===== src/rtl/core/acb_pkg.sv =====
// ----------------------------------------------------------------------------
// acb_pkg
// Shared widths, constants and request types of the ack bandwidth and
// jitter estimator.
// ----------------------------------------------------------------------------
package acb_pkg;

    // default width of the arrival time
    localparam int TIME_BITS_DEF = 48;

    // field widths
    localparam int SEG_W     = 16;
    localparam int DIVR_W    = 8;
    localparam int THR_W     = 32;
    localparam int GAIN_W    = 9;
    localparam int SEGS_W    = 16;
    localparam int RTT_W     = 32;
    localparam int BIF_W     = 32;
    localparam int SS_W      = 32;
    localparam int BW_W      = 40;
    localparam int JIT_W     = 40;
    localparam int JOUT_W    = 32;
    localparam int FRAC_W    = 8;
    localparam int CFG_IDX_W = 2;
    localparam int CFG_DAT_W = 32;

    // serial datapath widths
    localparam int ACC_W  = 72;
    localparam int MA_W   = 32;
    localparam int MB_W   = 9;
    localparam int MBX_W  = BW_W + MB_W;
    localparam int QUOT_W = 40;
    localparam int CNT_W  = 6;

    // register reset values
    localparam logic [SEG_W-1:0]  RST_SEGMENT_SIZE = 16'd536;
    localparam logic [DIVR_W-1:0] RST_RECOVERY_DIV = 8'd1;
    localparam logic [THR_W-1:0]  RST_JITTER_THR   = 32'd3000;
    localparam logic [GAIN_W-1:0] RST_JITTER_GAIN  = 9'd51;

    // arithmetic constants
    localparam logic [7:0]        AVG_OLD    = 8'd205;
    localparam logic [7:0]        AVG_NEW    = 8'd51;
    localparam logic [19:0]       USEC_SCALE = 20'd1000000;
    localparam logic [22:0]       BDP_SCALE  = 23'd8000000;
    localparam logic [GAIN_W-1:0] GAIN_ONE   = 9'd256;
    localparam logic [BW_W-1:0]   BW_MAX     = {BW_W{1'b1}};

    // shift-add unit request
    typedef struct packed {
        logic              start;
        logic [BW_W-1:0]   a;
        logic [BW_W-1:0]   b;
        logic [MA_W-1:0]   ma;
        logic [MB_W-1:0]   mb;
    } t_mac_req;

    // divider request
    typedef struct packed {
        logic              start;
        logic [QUOT_W-1:0] num_lo;
        logic [CNT_W-1:0]  steps;
    } t_div_req;

endpackage


===== src/rtl/core/ack_bandwidth_jitter_estimator.sv =====
// ----------------------------------------------------------------------------
// ack_bandwidth_jitter_estimator
// Per-acknowledgement bandwidth average, minimum RTT, smoothed jitter and
// slow-start threshold, built on one shift-add unit and one restoring divider.
// ----------------------------------------------------------------------------
// The shift-add unit and the divider run in turn; the shift-add steps follow
//   the highest multiplier bit (up to 20, 8, 9 and 32) and the divider runs
//   40 steps for the bandwidth sample and 32 for the threshold.
// One request at a time: new requests stall until the result is handed to the
//   output register; the next request is taken while a result still waits in
//   that register.
// reset: synchronous, active low; clears estimates and loads register defaults
module ack_bandwidth_jitter_estimator #(
    parameter int TIME_BITS = acb_pkg::TIME_BITS_DEF
) (
    input  logic                            i_clk,
    input  logic                            i_rst_n,
    // request channel
    input  logic                            i_in_valid,
    output logic                            o_in_stall,
    input  logic [TIME_BITS-1:0]            i_now_us,
    input  logic [acb_pkg::SEGS_W-1:0]      i_segments_acked,
    input  logic [acb_pkg::RTT_W-1:0]       i_rtt_us,
    input  logic [acb_pkg::BIF_W-1:0]       i_bytes_in_flight,
    // result channel
    output logic                            o_out_valid,
    input  logic                            i_out_stall,
    output logic [acb_pkg::SS_W-1:0]        o_ssthresh_bytes,
    output logic                            o_estimate_valid,
    output logic                            o_boost_allowed,
    output logic [acb_pkg::BW_W-1:0]        o_bandwidth_bps,
    output logic [acb_pkg::JOUT_W-1:0]      o_smoothed_jitter_us,
    // configuration write channel
    input  logic                            i_cfg_valid,
    output logic                            o_cfg_ready,
    input  logic [acb_pkg::CFG_IDX_W-1:0]   i_cfg_index,
    input  logic [acb_pkg::CFG_DAT_W-1:0]   i_cfg_data
);

    localparam int DEN_W  = TIME_BITS;
    localparam int CMP_W  = (TIME_BITS > acb_pkg::BW_W) ? TIME_BITS : acb_pkg::BW_W;
    localparam int ACC_W  = acb_pkg::ACC_W;
    localparam int BW_W   = acb_pkg::BW_W;
    localparam int JIT_W  = acb_pkg::JIT_W;
    localparam int SS_W   = acb_pkg::SS_W;
    localparam int RTT_W  = acb_pkg::RTT_W;
    localparam int SEG_W  = acb_pkg::SEG_W;
    localparam int FRAC_W = acb_pkg::FRAC_W;
    localparam int QUOT_W = acb_pkg::QUOT_W;
    localparam int MA_W   = acb_pkg::MA_W;
    localparam int MB_W   = acb_pkg::MB_W;
    localparam int CNT_W  = acb_pkg::CNT_W;
    localparam int BITS_W = 2 * SEG_W + 3;

    typedef enum logic [1:0] {
        CFG_SEGMENT_SIZE = 2'd0,
        CFG_RECOVERY_DIV = 2'd1,
        CFG_JITTER_THR   = 2'd2,
        CFG_JITTER_GAIN  = 2'd3
    } t_cfg_idx;

    typedef enum logic [3:0] {
        S_IDLE,
        S_NMUL,
        S_BDIV,
        S_BSMP,
        S_AVG,
        S_JIT,
        S_JAVG,
        S_THR,
        S_PMUL,
        S_TDIV,
        S_OUT
    } t_state;

    t_state                          r_state;

    // configuration
    logic [SEG_W-1:0]                r_cfg_seg;
    logic [acb_pkg::DIVR_W-1:0]      r_cfg_div;
    logic [acb_pkg::THR_W-1:0]       r_cfg_thr;
    logic [acb_pkg::GAIN_W-1:0]      r_cfg_gain;

    // estimator state
    logic [TIME_BITS-1:0]            r_last;
    logic                            r_seen_first;
    logic [BW_W-1:0]                 r_bw;
    logic [RTT_W-1:0]                r_min;
    logic [JIT_W-1:0]                r_jit;
    logic                            r_jseen;

    // captured request and working values
    logic [RTT_W-1:0]                r_rtt;
    logic [acb_pkg::BIF_W-1:0]       r_bif;
    logic [BW_W-1:0]                 r_sample;
    logic [SS_W-1:0]                 r_ss;
    logic                            r_est;

    // unit requests
    acb_pkg::t_mac_req               r_mac;
    acb_pkg::t_div_req               r_div;
    logic [DEN_W-1:0]                r_div_rem0;
    logic [DEN_W-1:0]                r_div_den;

    // result register
    logic                            r_out_valid;
    logic [SS_W-1:0]                 r_o_ss;
    logic                            r_o_est;
    logic                            r_o_boost;
    logic [BW_W-1:0]                 r_o_bw;
    logic [acb_pkg::JOUT_W-1:0]      r_o_jit;

    // unit results
    logic                            w_mac_done;
    logic [ACC_W-1:0]                w_mac_acc;
    logic                            w_div_done;
    logic [QUOT_W-1:0]               w_div_quot;

    // combinational helpers
    logic                            w_accept;
    logic                            w_out_free;
    logic [SEG_W:0]                  w_two_seg;
    logic [2*SEG_W-1:0]              w_segbytes;
    logic [TIME_BITS-1:0]            w_dt;
    logic                            w_has_sample;
    logic [RTT_W-1:0]                n_min;
    logic [JIT_W-1:0]                n_jq;
    logic [acb_pkg::GAIN_W-1:0]      w_gain;
    logic [acb_pkg::DIVR_W-1:0]      w_div_eff;
    logic [30:0]                     w_bdp_den;
    logic [SS_W-1:0]                 w_ss_bif;
    logic [SS_W-1:0]                 w_ss_quot;
    logic                            w_bw_sat;
    logic                            w_ss_sat;
    logic                            w_boost;

    // serial shift-add unit
    acb_mac u_mac (
        .i_clk   (i_clk),
        .i_rst_n (i_rst_n),
        .i_req   (r_mac),
        .o_done  (w_mac_done),
        .o_acc   (w_mac_acc)
    );

    // restoring divider
    acb_div #(
        .DEN_W (DEN_W)
    ) u_div (
        .i_clk   (i_clk),
        .i_rst_n (i_rst_n),
        .i_req   (r_div),
        .i_rem0  (r_div_rem0),
        .i_den   (r_div_den),
        .o_done  (w_div_done),
        .o_quot  (w_div_quot)
    );

    // handshake
    assign o_in_stall  = (r_state != S_IDLE);
    assign o_cfg_ready = 1'b1;
    assign w_accept    = i_in_valid && !o_in_stall;
    assign w_out_free  = !r_out_valid || !i_out_stall;

    // request-side arithmetic
    always_comb begin
        w_two_seg    = {r_cfg_seg, 1'b0};
        w_segbytes   = i_segments_acked * r_cfg_seg;
        w_dt         = i_now_us - r_last;
        w_has_sample = r_seen_first && (i_segments_acked != '0) && (i_now_us > r_last);
    end

    // rtt minimum, jitter sample and gain clamp
    always_comb begin
        n_min  = (r_rtt < r_min) ? r_rtt : r_min;
        n_jq   = {r_rtt - n_min, {FRAC_W{1'b0}}};
        w_gain = (r_cfg_gain > acb_pkg::GAIN_ONE) ? acb_pkg::GAIN_ONE : r_cfg_gain;
    end

    // threshold terms
    always_comb begin
        w_div_eff = (r_cfg_div == '0) ? acb_pkg::DIVR_W'(1) : r_cfg_div;
        w_bdp_den = acb_pkg::BDP_SCALE * w_div_eff;
        w_ss_bif  = (32'(r_bif[acb_pkg::BIF_W-1:1]) < 32'(w_two_seg)) ?
                    32'(w_two_seg) : 32'(r_bif[acb_pkg::BIF_W-1:1]);
        w_ss_quot = (w_div_quot[SS_W-1:0] < 32'(w_two_seg)) ?
                    32'(w_two_seg) : w_div_quot[SS_W-1:0];
        w_bw_sat  = CMP_W'(w_mac_acc[ACC_W-1:QUOT_W]) >= CMP_W'(r_div_den);
        w_ss_sat  = CMP_W'(w_mac_acc[ACC_W-1:SS_W]) >= CMP_W'(r_div_den);
        w_boost   = !r_jseen || (r_jit <= {r_cfg_thr, {FRAC_W{1'b0}}});
    end

    // sequencer, estimator state, configuration and result register
    always_ff @(posedge i_clk) begin
        if (!i_rst_n) begin
            r_state      <= S_IDLE;
            r_cfg_seg    <= acb_pkg::RST_SEGMENT_SIZE;
            r_cfg_div    <= acb_pkg::RST_RECOVERY_DIV;
            r_cfg_thr    <= acb_pkg::RST_JITTER_THR;
            r_cfg_gain   <= acb_pkg::RST_JITTER_GAIN;
            r_last       <= '0;
            r_seen_first <= 1'b0;
            r_bw         <= '0;
            r_min        <= '1;
            r_jit        <= '0;
            r_jseen      <= 1'b0;
            r_mac.start  <= 1'b0;
            r_div.start  <= 1'b0;
            r_out_valid  <= 1'b0;
        end else begin
            r_mac.start <= 1'b0;
            r_div.start <= 1'b0;

            // configuration writes
            if (i_cfg_valid) begin
                case (t_cfg_idx'(i_cfg_index))
                    CFG_SEGMENT_SIZE: r_cfg_seg  <= i_cfg_data[SEG_W-1:0];
                    CFG_RECOVERY_DIV: r_cfg_div  <= i_cfg_data[acb_pkg::DIVR_W-1:0];
                    CFG_JITTER_THR:   r_cfg_thr  <= i_cfg_data[acb_pkg::THR_W-1:0];
                    CFG_JITTER_GAIN:  r_cfg_gain <= i_cfg_data[acb_pkg::GAIN_W-1:0];
                    default: ;
                endcase
            end

            // result taken downstream
            if (r_out_valid && !i_out_stall) begin
                r_out_valid <= 1'b0;
            end

            case (r_state)
                // take a request, start the acked-bits scaling if a sample is due
                S_IDLE: begin
                    if (w_accept) begin
                        r_rtt        <= i_rtt_us;
                        r_bif        <= i_bytes_in_flight;
                        r_last       <= i_now_us;
                        r_seen_first <= 1'b1;
                        r_div_den    <= w_dt;
                        if (w_has_sample) begin
                            r_mac.start <= 1'b1;
                            r_mac.a     <= BW_W'({w_segbytes, 3'b000});
                            r_mac.ma    <= MA_W'(acb_pkg::USEC_SCALE);
                            r_mac.b     <= '0;
                            r_mac.mb    <= '0;
                            r_state     <= S_NMUL;
                        end else begin
                            r_state <= S_JIT;
                        end
                    end
                end
                // acked bits times 1e6 ready, divide by elapsed time or saturate the sample
                S_NMUL: begin
                    if (w_mac_done) begin
                        if (w_bw_sat) begin
                            r_sample <= acb_pkg::BW_MAX;
                            r_state  <= S_BSMP;
                        end else begin
                            r_div.start  <= 1'b1;
                            r_div.num_lo <= w_mac_acc[QUOT_W-1:0];
                            r_div.steps  <= CNT_W'(QUOT_W);
                            r_div_rem0   <= DEN_W'(w_mac_acc[ACC_W-1:QUOT_W]);
                            r_state      <= S_BDIV;
                        end
                    end
                end
                S_BDIV: begin
                    if (w_div_done) begin
                        r_sample <= w_div_quot;
                        r_state  <= S_BSMP;
                    end
                end
                // fold the sample into the average, or take it as the first value
                S_BSMP: begin
                    if (r_bw == '0) begin
                        r_bw    <= r_sample;
                        r_state <= S_JIT;
                    end else begin
                        r_mac.start <= 1'b1;
                        r_mac.a     <= r_bw;
                        r_mac.ma    <= MA_W'(acb_pkg::AVG_OLD);
                        r_mac.b     <= r_sample;
                        r_mac.mb    <= MB_W'(acb_pkg::AVG_NEW);
                        r_state     <= S_AVG;
                    end
                end
                S_AVG: begin
                    if (w_mac_done) begin
                        r_bw    <= w_mac_acc[BW_W+FRAC_W-1:FRAC_W];
                        r_state <= S_JIT;
                    end
                end
                // rtt sample: minimum and jitter
                S_JIT: begin
                    r_state <= S_THR;
                    if (r_rtt != '0) begin
                        r_min <= n_min;
                        if (n_min != '1) begin
                            if (!r_jseen) begin
                                r_jit   <= n_jq;
                                r_jseen <= 1'b1;
                            end else begin
                                r_mac.start <= 1'b1;
                                r_mac.a     <= r_jit;
                                r_mac.ma    <= MA_W'(acb_pkg::GAIN_ONE - w_gain);
                                r_mac.b     <= n_jq;
                                r_mac.mb    <= w_gain;
                                r_state     <= S_JAVG;
                            end
                        end
                    end
                end
                S_JAVG: begin
                    if (w_mac_done) begin
                        r_jit   <= w_mac_acc[JIT_W+FRAC_W-1:FRAC_W];
                        r_state <= S_THR;
                    end
                end
                // threshold: bandwidth-delay product or half the flight size
                S_THR: begin
                    r_div_den <= DEN_W'(w_bdp_den);
                    if ((r_bw != '0) && (r_min != '1)) begin
                        r_est       <= 1'b1;
                        r_mac.start <= 1'b1;
                        r_mac.a     <= r_bw;
                        r_mac.ma    <= r_min;
                        r_mac.b     <= '0;
                        r_mac.mb    <= '0;
                        r_state     <= S_PMUL;
                    end else begin
                        r_est   <= 1'b0;
                        r_ss    <= w_ss_bif;
                        r_state <= S_OUT;
                    end
                end
                S_PMUL: begin
                    if (w_mac_done) begin
                        if (w_ss_sat) begin
                            r_ss    <= '1;
                            r_state <= S_OUT;
                        end else begin
                            r_div.start  <= 1'b1;
                            r_div.num_lo <= {w_mac_acc[SS_W-1:0], {(QUOT_W-SS_W){1'b0}}};
                            r_div.steps  <= CNT_W'(SS_W);
                            r_div_rem0   <= DEN_W'(w_mac_acc[ACC_W-1:SS_W]);
                            r_state      <= S_TDIV;
                        end
                    end
                end
                S_TDIV: begin
                    if (w_div_done) begin
                        r_ss    <= w_ss_quot;
                        r_state <= S_OUT;
                    end
                end
                // hand the result to the output register
                S_OUT: begin
                    if (w_out_free) begin
                        r_out_valid <= 1'b1;
                        r_o_ss      <= r_ss;
                        r_o_est     <= r_est;
                        r_o_boost   <= w_boost;
                        r_o_bw      <= r_bw;
                        r_o_jit     <= r_jit[JIT_W-1:FRAC_W];
                        r_state     <= S_IDLE;
                    end
                end
                default: begin
                    r_state <= S_IDLE;
                end
            endcase
        end
    end

    assign o_out_valid          = r_out_valid;
    assign o_ssthresh_bytes     = r_o_ss;
    assign o_estimate_valid     = r_o_est;
    assign o_boost_allowed      = r_o_boost;
    assign o_bandwidth_bps      = r_o_bw;
    assign o_smoothed_jitter_us = r_o_jit;

    // one request in flight at a time
    a_stall_after_accept: assert property (@(posedge i_clk) disable iff (!i_rst_n)
        (i_in_valid && !o_in_stall) |=> o_in_stall)
        else $error("request accepted while another is in flight");

    // a result only comes out of the hand-off state
    a_out_from_seq: assert property (@(posedge i_clk) disable iff (!i_rst_n)
        $rose(o_out_valid) |-> $past(r_state == S_OUT))
        else $error("result raised outside the hand-off state");

    // a valid estimate needs a nonzero bandwidth
    a_est_has_bw: assert property (@(posedge i_clk) disable iff (!i_rst_n)
        (o_out_valid && o_estimate_valid) |-> (o_bandwidth_bps != '0))
        else $error("estimate flagged valid with zero bandwidth");

    // threshold never below two segments
    a_ss_floor: assert property (@(posedge i_clk) disable iff (!i_rst_n)
        o_out_valid |-> (o_ssthresh_bytes >= 32'(w_two_seg)))
        else $error("threshold below two segments");

    // the multiplier and divider never finish together
    a_units_apart: assert property (@(posedge i_clk) disable iff (!i_rst_n)
        !(w_mac_done && w_div_done))
        else $error("multiplier and divider finished in the same cycle");

endmodule


===== src/rtl/core/acb_mac.sv =====
// ----------------------------------------------------------------------------
// acb_mac
// Bit-serial shift-add multiplier: acc = a * ma + b * mb, one multiplier
// bit of each operand per cycle, finishing when both multipliers run out.
// ----------------------------------------------------------------------------
module acb_mac (
    input  logic                        i_clk,
    input  logic                        i_rst_n,
    input  acb_pkg::t_mac_req           i_req,
    output logic                        o_done,
    output logic [acb_pkg::ACC_W-1:0]   o_acc
);

    localparam int ACC_W = acb_pkg::ACC_W;
    localparam int MBX_W = acb_pkg::MBX_W;
    localparam int MA_W  = acb_pkg::MA_W;
    localparam int MB_W  = acb_pkg::MB_W;

    logic              r_busy;
    logic              r_done;
    logic [ACC_W-1:0]  r_a;
    logic [MBX_W-1:0]  r_b;
    logic [MA_W-1:0]   r_ma;
    logic [MB_W-1:0]   r_mb;
    logic [ACC_W-1:0]  r_acc;
    logic [ACC_W-1:0]  n_acc;
    logic              w_last;

    // partial product add for the current multiplier bits
    always_comb begin
        n_acc = r_acc + (r_ma[0] ? r_a : '0) + (r_mb[0] ? ACC_W'(r_b) : '0);
    end

    assign w_last = (r_ma == '0) && (r_mb == '0);

    // control
    always_ff @(posedge i_clk) begin
        if (!i_rst_n) begin
            r_busy <= 1'b0;
            r_done <= 1'b0;
        end else begin
            r_done <= 1'b0;
            if (i_req.start) begin
                r_busy <= 1'b1;
            end else if (r_busy && w_last) begin
                r_busy <= 1'b0;
                r_done <= 1'b1;
            end
        end
    end

    // operand shift registers and accumulator
    always_ff @(posedge i_clk) begin
        if (i_req.start) begin
            r_a   <= ACC_W'(i_req.a);
            r_b   <= MBX_W'(i_req.b);
            r_ma  <= i_req.ma;
            r_mb  <= i_req.mb;
            r_acc <= '0;
        end else if (r_busy && !w_last) begin
            r_acc <= n_acc;
            r_a   <= {r_a[ACC_W-2:0], 1'b0};
            r_b   <= {r_b[MBX_W-2:0], 1'b0};
            r_ma  <= {1'b0, r_ma[MA_W-1:1]};
            r_mb  <= {1'b0, r_mb[MB_W-1:1]};
        end
    end

    assign o_done = r_done;
    assign o_acc  = r_acc;

endmodule


===== src/rtl/core/acb_div.sv =====
// ----------------------------------------------------------------------------
// acb_div
// Restoring divider, one quotient bit per cycle. The dividend's low part
// shifts out of the top of a register while quotient bits shift in below.
// The divisor is held stable by the requester for the whole run.
// ----------------------------------------------------------------------------
module acb_div #(
    parameter int DEN_W = acb_pkg::TIME_BITS_DEF
) (
    input  logic                         i_clk,
    input  logic                         i_rst_n,
    input  acb_pkg::t_div_req            i_req,
    input  logic [DEN_W-1:0]             i_rem0,
    input  logic [DEN_W-1:0]             i_den,
    output logic                         o_done,
    output logic [acb_pkg::QUOT_W-1:0]   o_quot
);

    localparam int QUOT_W = acb_pkg::QUOT_W;
    localparam int CNT_W  = acb_pkg::CNT_W;

    logic              r_busy;
    logic              r_done;
    logic [CNT_W-1:0]  r_cnt;
    logic [DEN_W-1:0]  r_rem;
    logic [QUOT_W-1:0] r_dq;
    logic [DEN_W:0]    w_trial;
    logic [DEN_W:0]    w_diff;
    logic              w_ge;
    logic [DEN_W-1:0]  n_rem;
    logic [QUOT_W-1:0] n_dq;

    // one trial subtraction
    always_comb begin
        w_trial = {r_rem, r_dq[QUOT_W-1]};
        w_ge    = (w_trial >= {1'b0, i_den});
        w_diff  = w_trial - {1'b0, i_den};
        n_rem   = w_ge ? w_diff[DEN_W-1:0] : w_trial[DEN_W-1:0];
        n_dq    = {r_dq[QUOT_W-2:0], w_ge};
    end

    // control
    always_ff @(posedge i_clk) begin
        if (!i_rst_n) begin
            r_busy <= 1'b0;
            r_done <= 1'b0;
            r_cnt  <= '0;
        end else begin
            r_done <= 1'b0;
            if (i_req.start) begin
                r_busy <= 1'b1;
                r_cnt  <= i_req.steps;
            end else if (r_busy) begin
                r_cnt <= r_cnt - 1'b1;
                if (r_cnt == CNT_W'(1)) begin
                    r_busy <= 1'b0;
                    r_done <= 1'b1;
                end
            end
        end
    end

    // remainder and dividend/quotient shift register
    always_ff @(posedge i_clk) begin
        if (i_req.start) begin
            r_rem <= i_rem0;
            r_dq  <= i_req.num_lo;
        end else if (r_busy) begin
            r_rem <= n_rem;
            r_dq  <= n_dq;
        end
    end

    assign o_done = r_done;
    assign o_quot = r_dq;

endmodule

===== config.mk =====
export PLATFORM = sky130hd
export DESIGN_NAME = ack_bandwidth_jitter_estimator
export DESIGN_NICKNAME = d
export VERILOG_FILES = /design/src/rtl/core/acb_pkg.sv /design/src/rtl/core/ack_bandwidth_jitter_estimator.sv /design/src/rtl/core/acb_mac.sv /design/src/rtl/core/acb_div.sv
export SDC_FILE = /design/constraint.sdc
export NUM_CORES = 2
export LEC_CHECK = 0
export ABC_AREA = 1
export BUFFER_PORTS_ARGS = -buffer_cell sky130_fd_sc_hd__clkbuf_2
export CAP_MARGIN = 20
export CORE_MARGIN = 2
export CORE_UTILIZATION = 57
export DETAILED_ROUTE_END_ITERATION = 7
export GPL_ROUTABILITY_DRIVEN = 1
export GPL_TIMING_DRIVEN = 0
export PLACE_DENSITY = 0.74
export SLEW_MARGIN = 20
export SYNTH_ARGS = -nofsm -noshare
export SYNTH_HDL_FRONTEND = slang
export SYNTH_SLANG_ARGS = --single-unit

===== constraint.sdc =====
create_clock -name i_clk -period 10.8 [get_ports i_clk]
set_input_delay 1.62 -clock i_clk [delete_from_list [all_inputs] [get_ports i_clk]]
set_output_delay 1.62 -clock i_clk [all_outputs]
set_load 0.005 [all_outputs]

==> summary.md <==
| Metric | Value |
|---|---|
| Vias per inst | 5.93 |
| Inserted Clock Buffers | 113 |
| Remaining DRCs | 0 |
| Mapped Cells | 8545 |
| Worst Path Buf+Inv | 7 |
| Area growth, synth to finish | 11.3% |
| Status | completed |
| CP required | 11.32 ns |
| Cell area after layout | 0.0783 mm2 |
| Remaining antenna violation count | 0 |
| Crit path max-delay family | adder cells |
| Area of placed instances | 0.0743 mm2 |
| Met2 wire len | 111 mm |
| Syn_area_per_cell | 8.23 um2 |
| Worst R2R Path Depth | 23 |
| Worst path max stage delay | 0.66 ns |
| Top layer in use | met5 |
| Kind of critical path | input pin to flip-flop |
| Reg2reg end | r_mac[105] |
| Synthesized flop and latch total | 1059 |
| Fmax | 0.123 GHz |
| Gr usage total | 40.2% |
| CP Max Fanout | 10 |
| Core Area | 0.122 mm2 |
| Sink Count | 1059 |
| Pin count of the biggest net entering global routing | 71 |
| Total Neg Setup Slack | 0 ns |
| Total gr overflow | 0 |
| Synth warn | 0 |
| Post-CTS setup buffers | 0 |
| Peak supply drop | 0.187 mV |
| Die Area | 0.126 mm2 |
| Mapped Area | 0.0703 mm2 |
| Crit-path cells | clkbuf_1 -> clkbuf_1 -> nand2_1 -> fa_1 -> inv_1 -> fa_1 -> inv_1 -> fa_1 -> inv_1 -> fa_1 -> fa_1 -> inv_1 -> fa_1 -> inv_1 -> ha_1 -> a21oi_1 -> o21ai_0 -> a21oi_1 -> o21ai_1 -> a21oi_1 -> xor2_1 -> a2bb2oi_1 -> o21ai_0 |
| Non-filler cells, final | 10700 |
| Crit path top cell by count | fa_1 |
| Final Hold Fails | 0 |
| Drt total wl | 257 mm |
| Longest Clk Path Bufs | 3 |
| Total power | 18.9 mW |
| HPWL Detailed | 209 mm |
| Skew-Pair Late Insertion Delay | 0.78 ns |
| Clk_skew | 0.0535 ns |
| CTS Root Cell | clkbuf_16 |
| Hold-fix buffers, CTS | 0 |
| Initial antenna violation count | 10 |
| Metal3 WL | 29.7 mm |
| IO Port Bufs | 257 |
| Worst Hold Depth | 0 |
| R2r startpoint | r_cfg_seg[12] |
| Avg WL per Cell | 24.1 um |
| Depth of the CTS H-tree | 3 |
| Vias | 63300 |
| Type of origin of the critical path | input pin |
| I/O pins | 276 |
| Worst Tran Pin Value | 1.23 ns |
| Die height | 355 um |
| Min Clock Period, post-route | 8.13 ns |
| FP Rows | 128 |
| M1 WL | 103 mm |
| Fillers | 10600 |
| Worst hold-check path type | flip-flop to flip-flop |
| Post-synth EDFFs | 702 |
| Pleak | 35.2 nW |
| Slowest-stage cell, CP | clkbuf_1 |
| RSZ-0062 raised after global routing | no |
| PostCTS Resize Cnt | 0 |
| Vias in the first global route | 59900 |
| Min Hold Slack | 0.422 ns |
| Max Cap Viol | 0 |
| DR pass1 iterations | 6 |
| Syn_nets | 9519 |
| Worst Setup End Kind | flip-flop |
| Slew margin rel. | 18.1% |
| Synth async-reset ratio | 0% |
| Chip width | 355 um |
| First-pass GRT wire length | 377 mm |
| GPL Wtd Cong | 1.01 |
| WP data arrival | 8.64 ns |
| Register area share after synthesis | 40.1% |
| TritonCTS clock tree | built |
| Reg clk slew, reported paths | 0.06 ns |
| Fraction of layout cells with a size suffix above 1 | 6.08% |
| Power Dens Cells | 241 mW/mm2 |
| Final setup violation count | 0 |
| Initial core utilization | 57.6% |
| Hold Startpoint | r_ss[10] |
| FF-to-FF setup slack | 3.42 ns |
| Hold endpoint | o_ssthresh_bytes[10] |
| Period utilisation layout | 75.2% |
| Synth unique cells | 62 |
| Final nets | 9914 |
| Slew Viols, Final | 0 |
| Main synth FF type | edfxtp_1 |
| Post-Place Cells | 10500 |
| Drt initial violations | 7842 |
## layer usage
layer  track usage (%)  vias to the layer above
li1                  -                    29000
met5                 0                        -
met4              18.4                        4
met1              55.2                    30200
met3              9.37                      621
met2              60.4                     3467
## cell type report
cell class	count	area [um2]	area share, %
Inverter	1360	5110	6.53
Antenna cell	6	15.0	0.0192
Buffer	332	1380	1.77
Clock inverter	65	782	0.999
Clock buffer	149	3170	4.05
Timing Repair Buffer	280	1870	2.39
Tap cell	1625	2030	2.60
Sequential cell	1059	28200	36.1
Multi-Input combinational cell	5794	35700	45.6
## state kept, by name, indices dropped and copies added, names as in the netlist, 16 cells and up
signal and flops:
r_div_den 48, r_sample 40, r_mac 122, r_div_rem0 40, u_mac.o_acc 72, r_cfg_seg 16, o_ssthresh_bytes 32, u_mac.r_a 72
u_mac.r_b 49, u_mac.r_ma 32, r_bw 40, o_bandwidth_bps 40, r_jit 40, r_div 43, u_div.o_quot 40, r_rtt 32
u_div.r_rem 48, r_cfg_thr 32, r_ss 32, r_min 32, o_smoothed_jitter_us 32, r_last 48, r_bif 31
## stage by stage
stage	util (%)	setup WS, ns
global placement	60.3	-4.07
detailed placement	60.9	2.06
CTS	64.1	2.86
floorplan	-	0.342
finish	64.1	2.67
global route	64.1	2.49
## placed cells by master, fill, tap and decap left out, types with 85 or more instances in the layout
master / instances
nand4_1: 87
edfxtp_1: 702
dfxtp_1: 357
nand3_1: 175
fa_1: 263
xnor2_1: 90
clkbuf_16: 119
o21ai_0: 763
nor2_1: 607
ha_1: 544
o211ai_1: 85
clkbuf_1: 302
clkbuf_2: 265
nand2_1: 1900
xor2_1: 97
a21oi_1: 729
inv_1: 1345
## report_power, final
part           leakage, nW  switching (mW)  internal (mW)
Combinational         24.1            6.06           2.85
Sequential            9.24           0.749           5.07
Clock                 1.88            1.83           2.32
## cells in the mapped netlist (6+ instances only)
library cell  instances  share of area, %
o21ai_1              29              0.21
inv_1              1349               7.2
nor3_1               62              0.44
buf_1                13             0.069
a31oi_1              82              0.73
buf_6                11              0.18
o211ai_1             85              0.91
o21a_1               38              0.41
nand2_1            1900                10
clkbuf_1            287               1.5
nand3_1             175               1.2
nand4_1              87              0.77
or2_2                11             0.098
xor2_1               97               1.2
a21o_1               24              0.26
ha_1                544               9.7
a221oi_1              7             0.087
inv_2                 6             0.032
and3_1                6             0.053
o21bai_1             13              0.14
o31ai_1              11              0.12
o21ai_0             763               5.4
a21oi_1             731               5.2
fa_1                263               7.5
dfxtp_1             357                10
buf_2                12             0.085
buf_4                 8             0.085
o22ai_1              51              0.45
nor4_1               51              0.45
xnor2_1              90               1.1
edfxtp_1            702                30
o221ai_1              8              0.10
nor2_1              610               3.3
a211oi_1             12              0.13
## logic make-up (layout without fill, tap and decap cells)
group / count (synthesis) / in the layout / synth area share [%]
xor gates and xnor gates: 187 / 187 / 2.33
DFF: 1059 / 1059 / 40.1
adders and majority gates: 807 / 807 / 17.2
buffers and inverters: 1692 / 2186 / 9.21
other: 1 / 7 / 0.00533
AOI/OAI and AO/OA: 1878 / 1878 / 14.5
and+or+nand+nor: 2921 / 2921 / 16.7
## worst register-to-register path, delay by kind of cell (launching register included)
family | cells | cell delay [ns]
xor gates and xnor gates | 1 | 0.35
AOI/OAI and AO/OA | 7 | 1.49
adders and majority gates | 7 | 3.39
and+or+nand+nor | 1 | 0.18
buffers and inverters | 7 | 1.39
DFF | 1 | 0.31
## worst max-delay path by stage
stage                 endpoint           startpoint  cells after the start  slack [ns]
detailed placement  r_mac[105]  i_segments_acked[5]                     23        2.06
CTS                 r_mac[109]  i_segments_acked[5]                     23        2.86
global placement     r_mac[27]          i_now_us[0]                     17       -4.07
floorplan             r_mac[0]          i_now_us[0]                     16        0.34
finish              r_mac[105]  i_segments_acked[5]                     23        2.67
global route        r_mac[105]  i_segments_acked[5]                     23        2.49
(Power assumes the default switching activity.)
